<file path="config.mk">
export PLATFORM = sky130hd
export DESIGN_NAME = utf8_to_json_string_escaper_core_flat
export DESIGN_NICKNAME = d
export VERILOG_FILES = /design/src/hw/rtl/u8js_pkg.sv /design/src/hw/rtl/u8js_in_if.sv /design/src/hw/rtl/u8js_out_if.sv /design/src/hw/rtl/utf8_to_json_string_escaper_core.sv /design/src/hw/rtl/u8js_decode.sv /design/src/hw/rtl/u8js_emit.sv /design/src/flat_wrapper.sv
export SDC_FILE = /design/constraint.sdc
export NUM_CORES = 1
export LEC_CHECK = 0
export BUFFER_PORTS_ARGS = -buffer_cell sky130_fd_sc_hd__buf_2
export CAP_MARGIN = 20
export CORE_MARGIN = 2
export CORE_UTILIZATION = 40
export CTS_BUF_LIST = sky130_fd_sc_hd__clkbuf_4 sky130_fd_sc_hd__clkbuf_8 sky130_fd_sc_hd__clkbuf_16
export DETAILED_ROUTE_END_ITERATION = 10
export GPL_ROUTABILITY_DRIVEN = 0
export GPL_TIMING_DRIVEN = 0
export PLACE_DENSITY = 0.62
export SLEW_MARGIN = 0
export SYNTH_ARGS = -nofsm -noshare
export SYNTH_HDL_FRONTEND = slang
export SYNTH_SLANG_ARGS = --single-unit
</file>
<file path="constraint.sdc">
create_clock -name clk_i -period 9.12 [get_ports clk_i]
set_input_delay 0.456 -clock clk_i [delete_from_list [all_inputs] [get_ports clk_i]]
set_output_delay 0.456 -clock clk_i [all_outputs]
set_load 0.005 [all_outputs]
</file>
<file path="src/hw/rtl/u8js_pkg.sv">
// Package for the UTF-8 to JSON string escaper.
// Types, codes and constants shared by the decoder, emitter and top level.
// No dependencies.
package u8js_pkg;

  typedef enum logic [2:0] {
    ERR_NONE     = 3'd0,
    ERR_LEAD     = 3'd1,
    ERR_CONT     = 3'd2,
    ERR_OVERLONG = 3'd3,
    ERR_RANGE    = 3'd4,
    ERR_TRUNC    = 3'd5
  } err_e;

  typedef enum logic [1:0] {
    CK_PLAIN = 2'd0,
    CK_ESC   = 2'd1,
    CK_HEX   = 2'd2,
    CK_SURR  = 2'd3
  } char_kind_e;

  // Result groups of one word, in output order.
  localparam int unsigned GRP_OPEN_ERR  = 0;
  localparam int unsigned GRP_OPEN_Q    = 1;
  localparam int unsigned GRP_ERR_CONT  = 2;
  localparam int unsigned GRP_ERR_MID   = 3;
  localparam int unsigned GRP_CHAR      = 4;
  localparam int unsigned GRP_CLOSE_ERR = 5;
  localparam int unsigned GRP_CLOSE_Q   = 6;
  localparam int unsigned NumGroups     = 7;

  localparam logic [7:0] ChQuote     = 8'h22;
  localparam logic [7:0] ChBackslash = 8'h5c;
  localparam logic [7:0] ChU         = 8'h75;
  localparam logic [7:0] ChZero      = 8'h30;
  localparam logic [7:0] ChLowerA    = 8'h61;

  localparam logic [20:0] CodeMin3     = 21'h000800;
  localparam logic [20:0] CodeMin4     = 21'h010000;
  localparam logic [20:0] CodeMax      = 21'h10ffff;
  localparam logic [20:0] SurrFirst    = 21'h00d800;
  localparam logic [20:0] SurrEnd      = 21'h00e000;
  localparam logic [20:0] CodeCtrlMax  = 21'h00001f;
  localparam logic [20:0] CodeDel      = 21'h00007f;
  localparam logic [5:0]  SurrHiPrefix = 6'b110110;
  localparam logic [5:0]  SurrLoPrefix = 6'b110111;

  localparam logic [7:0] LeadMin2 = 8'hc2;
  localparam logic [7:0] LeadMin3 = 8'he0;
  localparam logic [7:0] LeadMin4 = 8'hf0;
  localparam logic [7:0] LeadEnd  = 8'hf5;

  typedef struct packed {
    logic [7:0] in_byte;
    logic       has_byte;
    logic       first_of_string;
    logic       last_of_string;
  } item_t;

  typedef struct packed {
    logic [20:0] part;
    logic [1:0]  rem;
    logic [1:0]  slen;
  } dec_state_t;

  typedef struct packed {
    logic [NumGroups-1:0] grp;
    err_e                 mid_err;
    char_kind_e           kind;
    logic [15:0]          hex_a;
    logic [15:0]          hex_b;
  } plan_t;

  typedef struct packed {
    logic busy;
    logic finish;
  } emit_stat_t;

  function automatic logic [7:0] hex_digit(input logic [3:0] n);
    logic [7:0] d;
    if (n < 4'd10) begin
      d = ChZero + {4'd0, n};
    end else begin
      d = ChLowerA + {4'd0, n} - 8'd10;
    end
    return d;
  endfunction

endpackage

</file>
<file path="src/hw/rtl/u8js_in_if.sv">
// Input channel of the escaper: one UTF-8 byte word with string markers.
// No dependencies.
interface u8js_in_if;
  logic       valid;
  logic       ready;
  logic [7:0] in_byte;
  logic       has_byte;
  logic       first_of_string;
  logic       last_of_string;

  modport source (output valid, in_byte, has_byte, first_of_string, last_of_string,
                  input ready);
  modport sink (input valid, in_byte, has_byte, first_of_string, last_of_string,
                output ready);
endinterface

</file>
<file path="src/hw/rtl/u8js_out_if.sv">
// Output channel of the escaper: one JSON literal byte or error report per word.
// No dependencies.
interface u8js_out_if;
  logic       valid;
  logic       ready;
  logic [7:0] out_byte;
  logic       byte_valid;
  logic [2:0] error_code;
  logic       last_of_run;

  modport source (output valid, out_byte, byte_valid, error_code, last_of_run,
                  input ready);
  modport sink (input valid, out_byte, byte_valid, error_code, last_of_run,
                output ready);
endinterface

</file>
<file path="src/hw/rtl/utf8_to_json_string_escaper_core.sv">
// Escaper top level: input register, UTF-8 decode state, emitter.
// Depends on u8js_pkg, u8js_in_if, u8js_out_if, u8js_decode, u8js_emit.
//
// Takes one UTF-8 byte word per cycle when not stalled and produces the
// quoted JSON literal, one output word per cycle while the receiver is ready.
// A word flows input register -> decode into a plan register -> output
// register. The single output port sets the rate: a word that yields n
// results (1 to 13) holds the emitter until all n are presented, and a word
// that yields none does not hold it. Words that each give one result stream
// at one per cycle while the receiver is ready; escapes stall the input
// through ready.
module utf8_to_json_string_escaper_core
  import u8js_pkg::*;
(
  input  logic      clk_i,
  input  logic      rst_ni,
  u8js_in_if.sink   in_i,
  u8js_out_if.source out_o
);

  item_t      in_q;
  logic       in_vld_q;
  dec_state_t st_q;
  dec_state_t st_d;
  plan_t      plan;
  emit_stat_t stat;
  logic       take;
  logic       accept;

  assign take       = in_vld_q && (!stat.busy || stat.finish);
  assign in_i.ready = !in_vld_q || take;
  assign accept     = in_i.valid && in_i.ready;

  always_ff @(posedge clk_i or negedge rst_ni) begin
    if (!rst_ni) begin
      in_vld_q <= 1'b0;
      st_q     <= '0;
    end else begin
      if (accept) begin
        in_vld_q <= 1'b1;
      end else if (take) begin
        in_vld_q <= 1'b0;
      end
      if (take) begin
        st_q <= st_d;
      end
    end
  end

  always_ff @(posedge clk_i) begin
    if (accept) begin
      in_q <= '{in_byte: in_i.in_byte, has_byte: in_i.has_byte,
                first_of_string: in_i.first_of_string,
                last_of_string: in_i.last_of_string};
    end
  end

  u8js_decode u_decode (
    .item_i (in_q),
    .st_i   (st_q),
    .st_o   (st_d),
    .plan_o (plan)
  );

  u8js_emit u_emit (
    .clk_i    (clk_i),
    .rst_ni   (rst_ni),
    .plan_i   (plan),
    .load_i   (take),
    .status_o (stat),
    .out_o    (out_o)
  );

  // pending sequence state stays consistent
  assert property (@(posedge clk_i) disable iff (!rst_ni)
    st_q.rem <= st_q.slen && (st_q.rem != 2'd0 || st_q.slen == 2'd0))
    else $error("decode state inconsistent");

  // a finished plan that is not replaced leaves the emitter idle
  assert property (@(posedge clk_i) disable iff (!rst_ni)
    stat.finish && !take |=> !stat.busy)
    else $error("emitter busy after finishing");

  // an idle input register never blocks the input
  assert property (@(posedge clk_i) disable iff (!rst_ni)
    !in_vld_q |-> in_i.ready)
    else $error("input stalled while empty");

  // a word carries text or an error, never both
  assert property (@(posedge clk_i) disable iff (!rst_ni)
    out_o.valid |-> (out_o.byte_valid == (out_o.error_code == ERR_NONE)))
    else $error("text and error in one word");

endmodule

</file>
<file path="src/hw/rtl/u8js_decode.sv">
// UTF-8 decode step: turns one input word and the pending sequence state into
// an output plan and the next state. Combinational. Depends on u8js_pkg.
module u8js_decode
  import u8js_pkg::*;
(
  input  item_t      item_i,
  input  dec_state_t st_i,
  output dec_state_t st_o,
  output plan_t      plan_o
);

  logic        do_lead;
  logic        do_char;
  logic [20:0] code;
  logic [20:0] acc;
  logic [20:0] sv;
  logic [7:0]  b;

  assign b = item_i.in_byte;

  always_comb begin
    plan_o         = '0;
    plan_o.mid_err = ERR_NONE;
    plan_o.kind    = CK_PLAIN;
    st_o           = st_i;
    do_lead        = 1'b0;
    do_char        = 1'b0;
    code           = '0;
    acc            = {st_i.part[14:0], b[5:0]};
    sv             = '0;

    if (item_i.first_of_string) begin
      if (st_o.rem != 2'd0) begin
        plan_o.grp[GRP_OPEN_ERR] = 1'b1;
      end
      st_o                   = '0;
      plan_o.grp[GRP_OPEN_Q] = 1'b1;
    end

    if (item_i.has_byte) begin
      if (st_o.rem == 2'd0) begin
        do_lead = 1'b1;
      end else if (b[7:6] != 2'b10) begin
        plan_o.grp[GRP_ERR_CONT] = 1'b1;
        st_o                     = '0;
        do_lead                  = 1'b1;
      end else begin
        st_o.part = acc;
        st_o.rem  = st_o.rem - 2'd1;
        if (st_o.rem == 2'd0) begin
          if ((st_o.slen == 2'd2 && acc < CodeMin3) ||
              (st_o.slen == 2'd3 && acc < CodeMin4)) begin
            plan_o.mid_err = ERR_OVERLONG;
          end else if (acc > CodeMax || (acc >= SurrFirst && acc < SurrEnd)) begin
            plan_o.mid_err = ERR_RANGE;
          end else begin
            do_char = 1'b1;
            code    = acc;
          end
          st_o = '0;
        end
      end

      if (do_lead) begin
        if (!b[7]) begin
          do_char = 1'b1;
          code    = {13'd0, b};
        end else if (b < LeadMin2 || b >= LeadEnd) begin
          plan_o.mid_err = ERR_LEAD;
        end else if (b < LeadMin3) begin
          st_o = '{part: {16'd0, b[4:0]}, rem: 2'd1, slen: 2'd1};
        end else if (b < LeadMin4) begin
          st_o = '{part: {17'd0, b[3:0]}, rem: 2'd2, slen: 2'd2};
        end else begin
          st_o = '{part: {18'd0, b[2:0]}, rem: 2'd3, slen: 2'd3};
        end
      end
    end

    if (plan_o.mid_err != ERR_NONE) begin
      plan_o.grp[GRP_ERR_MID] = 1'b1;
    end

    if (do_char) begin
      plan_o.grp[GRP_CHAR] = 1'b1;
      plan_o.hex_a         = code[15:0];
      if (code >= CodeMin4) begin
        sv           = code - CodeMin4;
        plan_o.kind  = CK_SURR;
        plan_o.hex_a = {SurrHiPrefix, sv[19:10]};
        plan_o.hex_b = {SurrLoPrefix, code[9:0]};
      end else if (code[7:0] == ChQuote && code[20:8] == '0 ||
                   code[7:0] == ChBackslash && code[20:8] == '0) begin
        plan_o.kind = CK_ESC;
      end else if (code <= CodeCtrlMax || code >= CodeDel) begin
        plan_o.kind = CK_HEX;
      end else begin
        plan_o.kind = CK_PLAIN;
      end
    end

    if (item_i.last_of_string) begin
      if (st_o.rem != 2'd0) begin
        plan_o.grp[GRP_CLOSE_ERR] = 1'b1;
      end
      st_o                    = '0;
      plan_o.grp[GRP_CLOSE_Q] = 1'b1;
    end
  end

endmodule

</file>
<file path="src/hw/rtl/u8js_emit.sv">
// Result emitter: walks one plan, one output word per cycle while the receiver
// is ready, into the output register. Depends on u8js_pkg and u8js_out_if.
module u8js_emit
  import u8js_pkg::*;
(
  input  logic       clk_i,
  input  logic       rst_ni,
  input  plan_t      plan_i,
  input  logic       load_i,
  output emit_stat_t status_o,
  u8js_out_if.source out_o
);

  plan_t                plan_q;
  logic                 plan_vld_q;
  logic [3:0]           c_q;
  logic                 out_vld_q;
  logic [7:0]           byte_q;
  logic                 bvld_q;
  err_e                 err_q;
  logic                 last_q;

  logic [NumGroups-1:0] cur_oh;
  logic                 char_done;
  logic                 grp_last;
  logic                 go;
  logic                 last;
  logic [3:0]           last_idx;
  logic                 sel_b;
  logic [2:0]           pos;
  logic [15:0]          word;
  logic [7:0]           hex_byte;
  logic [7:0]           char_byte;
  logic [7:0]           byte_d;
  logic                 bvld_d;
  err_e                 err_d;

  always_comb begin
    cur_oh = plan_q.grp & (~plan_q.grp + 7'd1);
    case (plan_q.kind)
      CK_PLAIN: last_idx = 4'd0;
      CK_ESC:   last_idx = 4'd1;
      CK_HEX:   last_idx = 4'd5;
      CK_SURR:  last_idx = 4'd11;
      default:  last_idx = 4'd0;
    endcase
    char_done = !cur_oh[GRP_CHAR] || (c_q == last_idx);
    grp_last  = (plan_q.grp & ~cur_oh) == '0;
    go        = plan_vld_q && (!out_vld_q || out_o.ready);
    last      = grp_last && char_done;

    sel_b = c_q >= 4'd6;
    pos   = sel_b ? 3'(c_q - 4'd6) : c_q[2:0];
    word  = sel_b ? plan_q.hex_b : plan_q.hex_a;
    case (pos)
      3'd0:    hex_byte = ChBackslash;
      3'd1:    hex_byte = ChU;
      3'd2:    hex_byte = hex_digit(word[15:12]);
      3'd3:    hex_byte = hex_digit(word[11:8]);
      3'd4:    hex_byte = hex_digit(word[7:4]);
      3'd5:    hex_byte = hex_digit(word[3:0]);
      default: hex_byte = ChBackslash;
    endcase
    case (plan_q.kind)
      CK_PLAIN: char_byte = plan_q.hex_a[7:0];
      CK_ESC:   char_byte = (c_q == 4'd0) ? ChBackslash : plan_q.hex_a[7:0];
      default:  char_byte = hex_byte;
    endcase

    byte_d = '0;
    bvld_d = 1'b0;
    err_d  = ERR_NONE;
    if (cur_oh[GRP_OPEN_ERR] || cur_oh[GRP_CLOSE_ERR]) begin
      err_d = ERR_TRUNC;
    end else if (cur_oh[GRP_OPEN_Q] || cur_oh[GRP_CLOSE_Q]) begin
      byte_d = ChQuote;
      bvld_d = 1'b1;
    end else if (cur_oh[GRP_ERR_CONT]) begin
      err_d = ERR_CONT;
    end else if (cur_oh[GRP_ERR_MID]) begin
      err_d = plan_q.mid_err;
    end else if (cur_oh[GRP_CHAR]) begin
      byte_d = char_byte;
      bvld_d = 1'b1;
    end
  end

  assign status_o.busy   = plan_vld_q;
  assign status_o.finish = go && last;

  always_ff @(posedge clk_i) begin
    if (load_i) begin
      plan_q <= plan_i;
    end else if (go && char_done) begin
      plan_q.grp <= plan_q.grp & ~cur_oh;
    end
  end

  always_ff @(posedge clk_i or negedge rst_ni) begin
    if (!rst_ni) begin
      plan_vld_q <= 1'b0;
      c_q        <= '0;
      out_vld_q  <= 1'b0;
    end else begin
      if (load_i) begin
        plan_vld_q <= |plan_i.grp;
        c_q        <= '0;
      end else if (go) begin
        if (last) begin
          plan_vld_q <= 1'b0;
        end
        c_q <= char_done ? 4'd0 : c_q + 4'd1;
      end
      if (go) begin
        out_vld_q <= 1'b1;
      end else if (out_o.ready) begin
        out_vld_q <= 1'b0;
      end
    end
  end

  always_ff @(posedge clk_i) begin
    if (go) begin
      byte_q <= byte_d;
      bvld_q <= bvld_d;
      err_q  <= err_d;
      last_q <= last;
    end
  end

  assign out_o.valid       = out_vld_q;
  assign out_o.out_byte    = byte_q;
  assign out_o.byte_valid  = bvld_q;
  assign out_o.error_code  = err_q;
  assign out_o.last_of_run = last_q;

endmodule

</file>
<file path="src/flat_wrapper.sv">
// flat-port wrapper written by rule: the top's interface ports become plain ports
module utf8_to_json_string_escaper_core_flat import u8js_pkg::*;
  (clk_i, rst_ni, in_i_valid, in_i_in_byte, in_i_has_byte, in_i_first_of_string, in_i_last_of_string, in_i_ready, out_o_valid, out_o_out_byte, out_o_byte_valid, out_o_error_code, out_o_last_of_run, out_o_ready);
  u8js_in_if in_i_i ();
  u8js_out_if out_o_i ();
  input  logic clk_i;
  input  logic rst_ni;
  input wire logic [$bits(in_i_i.valid)-1:0] in_i_valid;
  input wire logic [$bits(in_i_i.in_byte)-1:0] in_i_in_byte;
  input wire logic [$bits(in_i_i.has_byte)-1:0] in_i_has_byte;
  input wire logic [$bits(in_i_i.first_of_string)-1:0] in_i_first_of_string;
  input wire logic [$bits(in_i_i.last_of_string)-1:0] in_i_last_of_string;
  output wire logic [$bits(in_i_i.ready)-1:0] in_i_ready;
  output wire logic [$bits(out_o_i.valid)-1:0] out_o_valid;
  output wire logic [$bits(out_o_i.out_byte)-1:0] out_o_out_byte;
  output wire logic [$bits(out_o_i.byte_valid)-1:0] out_o_byte_valid;
  output wire logic [$bits(out_o_i.error_code)-1:0] out_o_error_code;
  output wire logic [$bits(out_o_i.last_of_run)-1:0] out_o_last_of_run;
  input wire logic [$bits(out_o_i.ready)-1:0] out_o_ready;
  assign in_i_i.valid = in_i_valid;
  assign in_i_i.in_byte = in_i_in_byte;
  assign in_i_i.has_byte = in_i_has_byte;
  assign in_i_i.first_of_string = in_i_first_of_string;
  assign in_i_i.last_of_string = in_i_last_of_string;
  assign in_i_ready = in_i_i.ready;
  assign out_o_valid = out_o_i.valid;
  assign out_o_out_byte = out_o_i.out_byte;
  assign out_o_byte_valid = out_o_i.byte_valid;
  assign out_o_error_code = out_o_i.error_code;
  assign out_o_last_of_run = out_o_i.last_of_run;
  assign out_o_i.ready = out_o_ready;
  utf8_to_json_string_escaper_core u_core (.clk_i(clk_i), .rst_ni(rst_ni), .in_i(in_i_i), .out_o(out_o_i));
endmodule
</file>
==> reports/metrics.csv, run 1 <==
metric,value,unit
register area,2540,um^2
total CTS buffers,9,
Setup TNS,0,ns
Core Footprint,13200,um^2
Routed wire per std cell,18.0,um
die height,120,um
Hold Crit Class,input pin to async pin,
pwr/cell area,255,nW/um^2
Synth-to-Final Area Change,12.3,%
largest net degree at the start of global routing,42,
critical setup path kind,flop to flop,
cell area after synthesis,5400,um^2
final period utilization,0.429,
I/O pins,30,
count of unique library cells instantiated by Yosys,74,
Total Wirelength,13700,um
worst-case clock buffer depth,2,
Clock Sinks,89,
GRT overflow,0,
Syn Inst Count,536,
synthesized flop and latch total,89,
top-count cell post-synth,edfxtp_1,
cell with the largest stage delay on the worst path,nor4bb_1,
ys flop type,edfxtp_1,
FP Rows,42,
"slowest stage delay, CP",0.50,ns
Crit path required time,9.24,ns
Port Buffers,29,
min cycle time layout,3.91,ns
first-pass GRT wire length,22500,um
DRT iter0 DRCs,584,
"EDFF count, synth",63,
RSZ-0062 raised after global routing,false,
Peak VDD IR,0.000128,V
synth warn,0,
syn nets,564,
Final HPWL DP,10100,um
crit path capture type,flop,
Worst EP arrival,4.02,ns
fill count,1251,
Root Buffer,clkbuf_16,
post-synthesis sequential area ratio,0.471,
Hold Buf Count CTS,0,
setup repair bufs after CTS,0,
Setup crit start kind,flop,
Final setup viols,0,
"area leader, netlist",edfxtp_1,
DRC viols,0,
fin area,6060,um^2
CP top delay family,simple AND/OR/NAND/NOR gates,
clk slew on worst S/H paths,0.06,ns
status,"complete, no violations",
die area,14400,um^2
main area contributors after synthesis,"edfxtp_1 35%, dfrtp_1 12%, o21ai_0 3.4%, ha_1 3.0%, nand2_1 2.8%",
crit-path most repeated cell,inv_1,
Max Cap Viol,0,
Antenna Nets Post-Route,0,
CP Buf/Inv Count,6,
CP Cell Sequence,nand2b_1 > inv_1 > ha_1 > nor4bb_1 > and3_1 > buf_4 > nand2_1 > inv_1 > ha_1 > inv_1 > a211oi_1 > o22ai_2 > and2_1 > buf_6 > buf_6 > o31ai_1,
number of diodes,0,
width of the die,120,um
nets,605,
DRT Pass-1 Iters,5,
placed cell areas,5760,um^2
antenna violations before repair,0,
Worst-Skew Late Latency,0.34,ns
Post-CTS Resized,0,
slew margin rel.,0.424,
TritonCTS clock tree,yes,
Max Fclk,256,MHz
commonest cells in the netlist,"63 x edfxtp_1, 40 x nand2_1, 37 x o21ai_0, 34 x nor2_1, 29 x a21oi_1",
Pwr Total,1.54,mW
skew final,0.00950,ns
worst slew pin tran,0.864,ns
ys async rst share,0.292,
area share of the largest cell type after synthesis,0.350,
final hold vios,0,
cell leakage power,2.38,nW
Syn Area/Cell,10.1,um^2
Multi-input gate area,2630,um^2
Via density,5.98,
max-slew violations,0,
gr usage total,0.198,
Vias,4534,
H-tree levels,3,
CP Max Fanout,10,
vias in the first global route,4470,
share of layout cells above drive strength 1,0.134,
Initial Utilization,0.409,
metal layers:
| metal | GRT usage | share of wire |
|---|---|---|
| met2 | 0.327 | 0.49 |
| met3 | 0.0456 | 0.051 |
| met5 | 0 | 0 |
| met4 | 0.0912 | 0.034 |
| met1 | 0.245 | 0.42 |
layout by cell type (no fill, tap or decap), drive strengths merged, types with 13 or more instances in the layout:
cell type   n
edfxtp     63
buf        43
nand2      40
o21ai      39
nor2       36
a21oi      29
dfrtp      26
clkbuf     25
nor3       19
nand3      17
inv        16
a22o       13
ha         13
stage by stage:
stage          worst slack (ns)  hold slack [ns]   util  cells
2_1_floorplan              5.82            0.160      -    536
3_3_place_gp               5.26            0.476  0.437    741
3_5_place_dp               5.19            0.489  0.437    741
4_1_cts                    5.16            0.162  0.459    757
5_1_grt                    4.93            0.181  0.459    758
6_report                   5.21            0.140  0.459    758
flip-flops by register name, summed over array words and instances (netlist names):
signal / count
u_core.u_emit.out_o.valid: 1
u_core.u_emit.c_q: 4
u_core.u_emit.plan_vld_q: 1
u_core.in_vld_q: 1
u_core.u_emit.out_o.out_byte: 8
u_core.u_emit.out_o.last_of_run: 1
u_core.st_q: 19
u_core.in_q: 11
u_core.u_emit.out_o.error_code: 3
u_core.u_emit.out_o.byte_valid: 1
u_core.u_emit.plan_q: 39
cell families after synthesis:
logic type / count (synthesis) / share of synthesized area
AOI/OAI and AO/OA: 179 / 0.235
muxes: 11 / 0.0204
xor gates and xnor gates: 6 / 0.00974
and+or+nand+nor: 193 / 0.192
buffers and inverters: 45 / 0.0417
DFF: 89 / 0.471
adders and majority gates: 13 / 0.0301
report_power, final:
group | total [mW] | internal [mW] | switching (mW)
combinational | 0.520 | 0.194 | 0.326
sequential | 0.661 | 0.576 | 0.0851
clock | 0.363 | 0.213 | 0.150
worst register-to-register path: cells and delay by family (launching register included):
kind                       cells  cell delay [ns]
AOI/OAI and AO/OA              3             0.83
DFF                            1             0.49
and+or+nand+nor                5             1.28
buffers and inverters          6             0.68
adders and majority gates      2             0.41
final cells by class:
cell class / instances / area share
multi-input cells: 402 / 0.434
flip-flops and latches: 89 / 0.420
clock buffers: 10 / 0.0384
well taps: 176 / 0.0363
plain buffers: 28 / 0.0266
repair buffers: 30 / 0.0248
inverters: 17 / 0.0105
clock inverters: 6 / 0.00970
final timing paths:
kind,from,endpoint,slack [ns],cells after the start
worst max-delay path,u_core.in_q[1],u_core.u_emit.plan_q[23],5.21,16
worst min-delay path,rst_ni,u_core.st_q[17],0.14,1
worst max register to register,u_core.in_q[1],u_core.u_emit.plan_q[23],5.21,16
worst min register to register,u_core.st_q[2],u_core.st_q[2],0.50,2
max in group asynchronous,rst_ni,u_core.st_q[2],8.54,1
min in group clk_i,in_i_has_byte,u_core.in_q[2],0.29,1
No activity file was read; power rests on OpenSTA's default activity.
==> run 2: changes to the inputs <==
Settings changed: ABC_AREA from default to 1.
Clock period 9.12 ns to 3.6 ns, I/O delays scaled along.
==> run 2 against run 1 <==
Effect of this change: sequential power grew to 2.7 times the previous value; first-iteration DRC count grew 3.3%; largest cell class unchanged; final cell count grew 27%; core utilization grew 0.65 points; clock-buffer cell count grew 1; area after synthesis grew 5.8%; die area grew 5.6%; maximum frequency grew 22%; via count grew 12%; cell area grew 7.1%.
==> reports/metrics.csv, run 2 <==
metric,value,unit,change
top-count cell post-synth,nand2_1,,was edfxtp_1
DRC viols,0,,unchanged
ys async rst share,0.292,,unchanged
synth warn,0,,unchanged
combinational share of power,0.373,,was 0.337
"EDFF count, synth",63,,unchanged
first-pass GRT wire length,23400,um,was 22500 um
Final setup viols,0,,unchanged
Peak VDD IR,0.000310,V,was 0.000128 V
final period utilization,0.891,,was 0.429
Root Buffer,clkbuf_16,,unchanged
Worst EP arrival,3.30,ns,was 4.02 ns
count of unique library cells instantiated by Yosys,42,,was 74
H-tree levels,3,,unchanged
max reg flops,39,,unchanged
commonest cells in the netlist,"169 x nand2_1, 99 x inv_1, 66 x o21ai_0, 65 x nor2_1, 63 x edfxtp_1",,"was 63 x edfxtp_1, 40 x nand2_1, 37 x o21ai_0, 34 x nor2_1, 29 x a21oi_1"
P_sw,1.77,mW,was 0.561 mW
RR Startpoint,u_core.in_q[1],,unchanged
width of the die,123,um,was 120 um
Int Pwr,2.60,mW,was 0.983 mW
biggest regs,"u_core.u_emit.plan_q x39, u_core.st_q x19, u_core.in_q x11",,unchanged
clock share of power,0.218,,was 0.235
Synth-to-Final Area Change,13.7,%,was 12.3%
register area,2540,um^2,unchanged
"slowest stage delay, CP",0.46,ns,was 0.50 ns
die height,123,um,was 120 um
DRT iter0 DRCs,603,,was 584
"area leader, netlist",edfxtp_1,,unchanged
antenna violations before repair,0,,unchanged
crit path from,u_core.in_q[1],,unchanged
hold_ws,0.0137,ns,was 0.140 ns
crit path capture type,flop,,unchanged
vias in the first global route,4743,,was 4470
Worst-Skew Late Latency,0.34,ns,about the same
CP Cell Sequence,nor2_1 > inv_1 > ha_1 > inv_1 > nand2_4 > nor2_4 > nand2_2 > nor2_4 > nand3_1 > ha_1 > nand2_1 > nor2_1 > nand2_1 > nor2_1 > nand2_4 > nand2_8 > buf_8 > nand3_2 > nand2_1,,was nand2b_1 > inv_1 > ha_1 > nor4bb_1 > and3_1 > buf_4 > nand2_1 > inv_1 > ha_1 > inv_1 > a211oi_1 > o22ai_2 > and2_1 > buf_6 > buf_6 > o31ai_1
Post-Route M1 WL,6490,um,was 5800 um
cell area after synthesis,5710,um^2,was 5400 um^2
RSZ-0062 raised after global routing,false,,unchanged
clk slew on worst S/H paths,0.06,ns,about the same
Biggest register,u_core.u_emit.plan_q,,unchanged
Antenna Nets Post-Route,0,,unchanged
die area,15200,um^2,was 14400 um^2
Final HPWL DP,10900,um,was 10100 um
synthesized flop and latch total,89,,unchanged
met3 wire length,771,um,was 697 um
Via density,5.28,,was 5.98
syn nets,752,,was 564
total CTS buffers,9,,unchanged
Vias,5066,,was 4534
Syn Area/Cell,7.89,um^2,was 10.1 um^2
Total Wirelength,14200,um,was 13700 um
Max Cap Viol,0,,unchanged
Syn Inst Count,724,,was 536
Max Fclk,312,MHz,was 256 MHz
Clock Sinks,89,,unchanged
FP Rows,43,,was 42
Post-CTS Resized,0,,unchanged
pwr/cell area,673,nW/um^2,was 255 nW/um^2
"Core Util, Final",0.466,,was 0.459
Net Sw Frac,0.405,,was 0.363
DR top layer,met4,,unchanged
Flop pwr share,0.409,,was 0.428
share of layout cells above drive strength 1,0.145,,was 0.134
Multi-input gate area,2670,um^2,was 2630 um^2
"commonest non-fill, non-tap cell in the layout",nand2_1,,was edfxtp_1
DRT Pass-1 Iters,6,,was 5
hold wc startpoint,in_i_in_byte[5],,
gr usage total,0.200,,was 0.198
Routed wire per std cell,14.8,um,was 18.0 um
I/O pins,30,,unchanged
met2 wire len,6580,um,was 6710 um
Port Buffers,29,,unchanged
Hold Crit Class,input pin to flop,,was input pin to async pin
worst slew pin tran,1.01,ns,was 0.864 ns
Initial Utilization,0.410,,was 0.409
Setup crit start kind,flop,,unchanged
Crit path required time,3.69,ns,was 9.24 ns
critical setup path kind,flop to flop,,unchanged
area share of the largest cell type after synthesis,0.331,,was 0.350
GRT overflow,0,,unchanged
Pwr Total,4.37,mW,was 1.54 mW
final hold vios,0,,unchanged
placed cell count,933,,was 741
status,"complete, no violations",,unchanged
worst-case clock buffer depth,2,,unchanged
cell with the largest stage delay on the worst path,edfxtp_1,,was nor4bb_1
fill count,1360,,was 1251
largest net degree at the start of global routing,42,,unchanged
cell leakage power,2.85,nW,was 2.38 nW
skew final,0.00746,ns,was 0.00950 ns
min cycle time layout,3.21,ns,was 3.91 ns
slew margin rel.,0.318,,was 0.424
ys flop type,edfxtp_1,,unchanged
max-slew violations,0,,unchanged
nets,803,,was 605
post-synthesis sequential area ratio,0.445,,was 0.471
Core Footprint,13900,um^2,was 13200 um^2
number of diodes,0,,unchanged
Setup TNS,0,ns,unchanged
final cell count without fillers,960,,was 758
CP Max Fanout,10,,unchanged
main area contributors after synthesis,"edfxtp_1 33%, dfrtp_1 11%, nand2_1 11%, inv_1 6.5%, o21ai_0 5.8%",,"was edfxtp_1 35%, dfrtp_1 12%, o21ai_0 3.4%, ha_1 3.0%, nand2_1 2.8%"
most frequent cells in the layout,"169 x nand2_1, 99 x inv_1, 66 x o21ai_0",,"was 63 x edfxtp_1, 40 x nand2_1, 37 x o21ai_0"
TritonCTS clock tree,yes,,unchanged
[run 2: cell count changes after synthesis, sizes merged, moves of 11 or more]
cell,before,now
nand3,17,56
o21ai,39,80
inv,16,107
mux2i,11,0
nand2,40,185
and3,11,0
nor2,36,83
a22o,13,0
[run 2: final timing paths]
check / to / slack (ns) / depth (start not counted)
max: u_core.u_emit.plan_q[22] / 0.39 / 19
min in group asynchronous: u_core.st_q[2] / 0.39 / 2
max in group asynchronous: u_core.u_emit.c_q[2] / 2.78 / 2
max reg2reg: u_core.u_emit.plan_q[22] / 0.39 / 19
min: u_core.in_q[8] / 0.01 / 1
min reg2reg: u_core.u_emit.out_o.valid / 0.50 / 2
[run 2: repair_timing]
item	CTS	global route
hold buffers	11	0
endpoints found under the hold margin	36	0
setup endpoints to repair	0	0
setup buffers	0	0
[run 2: power groups by stage]
stage               combinational [mW]  sequential (mW)  clock (mW)
floorplan                         1.14             1.74           0
global placement                  1.57             1.79           0
detailed placement                1.60             1.80           0
CTS                               1.62             1.78       0.970
global route                      1.85             1.82        1.02
finish                            1.63             1.79       0.953
[run 2: layer usage]
layer | vias up | track usage
met5 | - | 0
met4 | 0 | 0.0838
met3 | 24 | 0.0337
met2 | 188 | 0.322
met1 | 2324 | 0.266
li1 | 2530 | -
[run 2: layout make-up]
type                       instances  area share
tap                              180      0.0347
clock buffer                      11      0.0380
buffer                            15      0.0148
timing repair buffer              40      0.0393
clock inverter                     5     0.00848
sequential                        89       0.392
multi-input combinational        512       0.411
inverter                         108      0.0624
[run 2: cell families (layout without fill, tap and decap cells)]
group,count (synthesis),in the layout,share of synthesized area
flops,89,89,0.445
xor+xnor,6,6,0.00920
fa+ha+maj,13,13,0.0285
simple gates,357,357,0.290
compound gates,136,136,0.139
buf+inv,123,179,0.0879
[run 2: through the flow]
stage	cell area (um^2)	worst slack (ns)
2_1_floorplan	5710	0.833
3_3_place_gp	6080	0.520
3_5_place_dp	6080	0.449
4_1_cts	6490	0.424
5_1_grt	6490	0.160
6_report	6490	0.392
[run 2: worst max-delay path: cells and delay by family (launching register included)]
kind | cells | cell delay, ns
adder cells (fa/ha/maj) | 2 | 0.49
buffers and inverters | 3 | 0.42
flip-flops | 1 | 0.46
AND/OR/NAND/NOR | 14 | 1.57
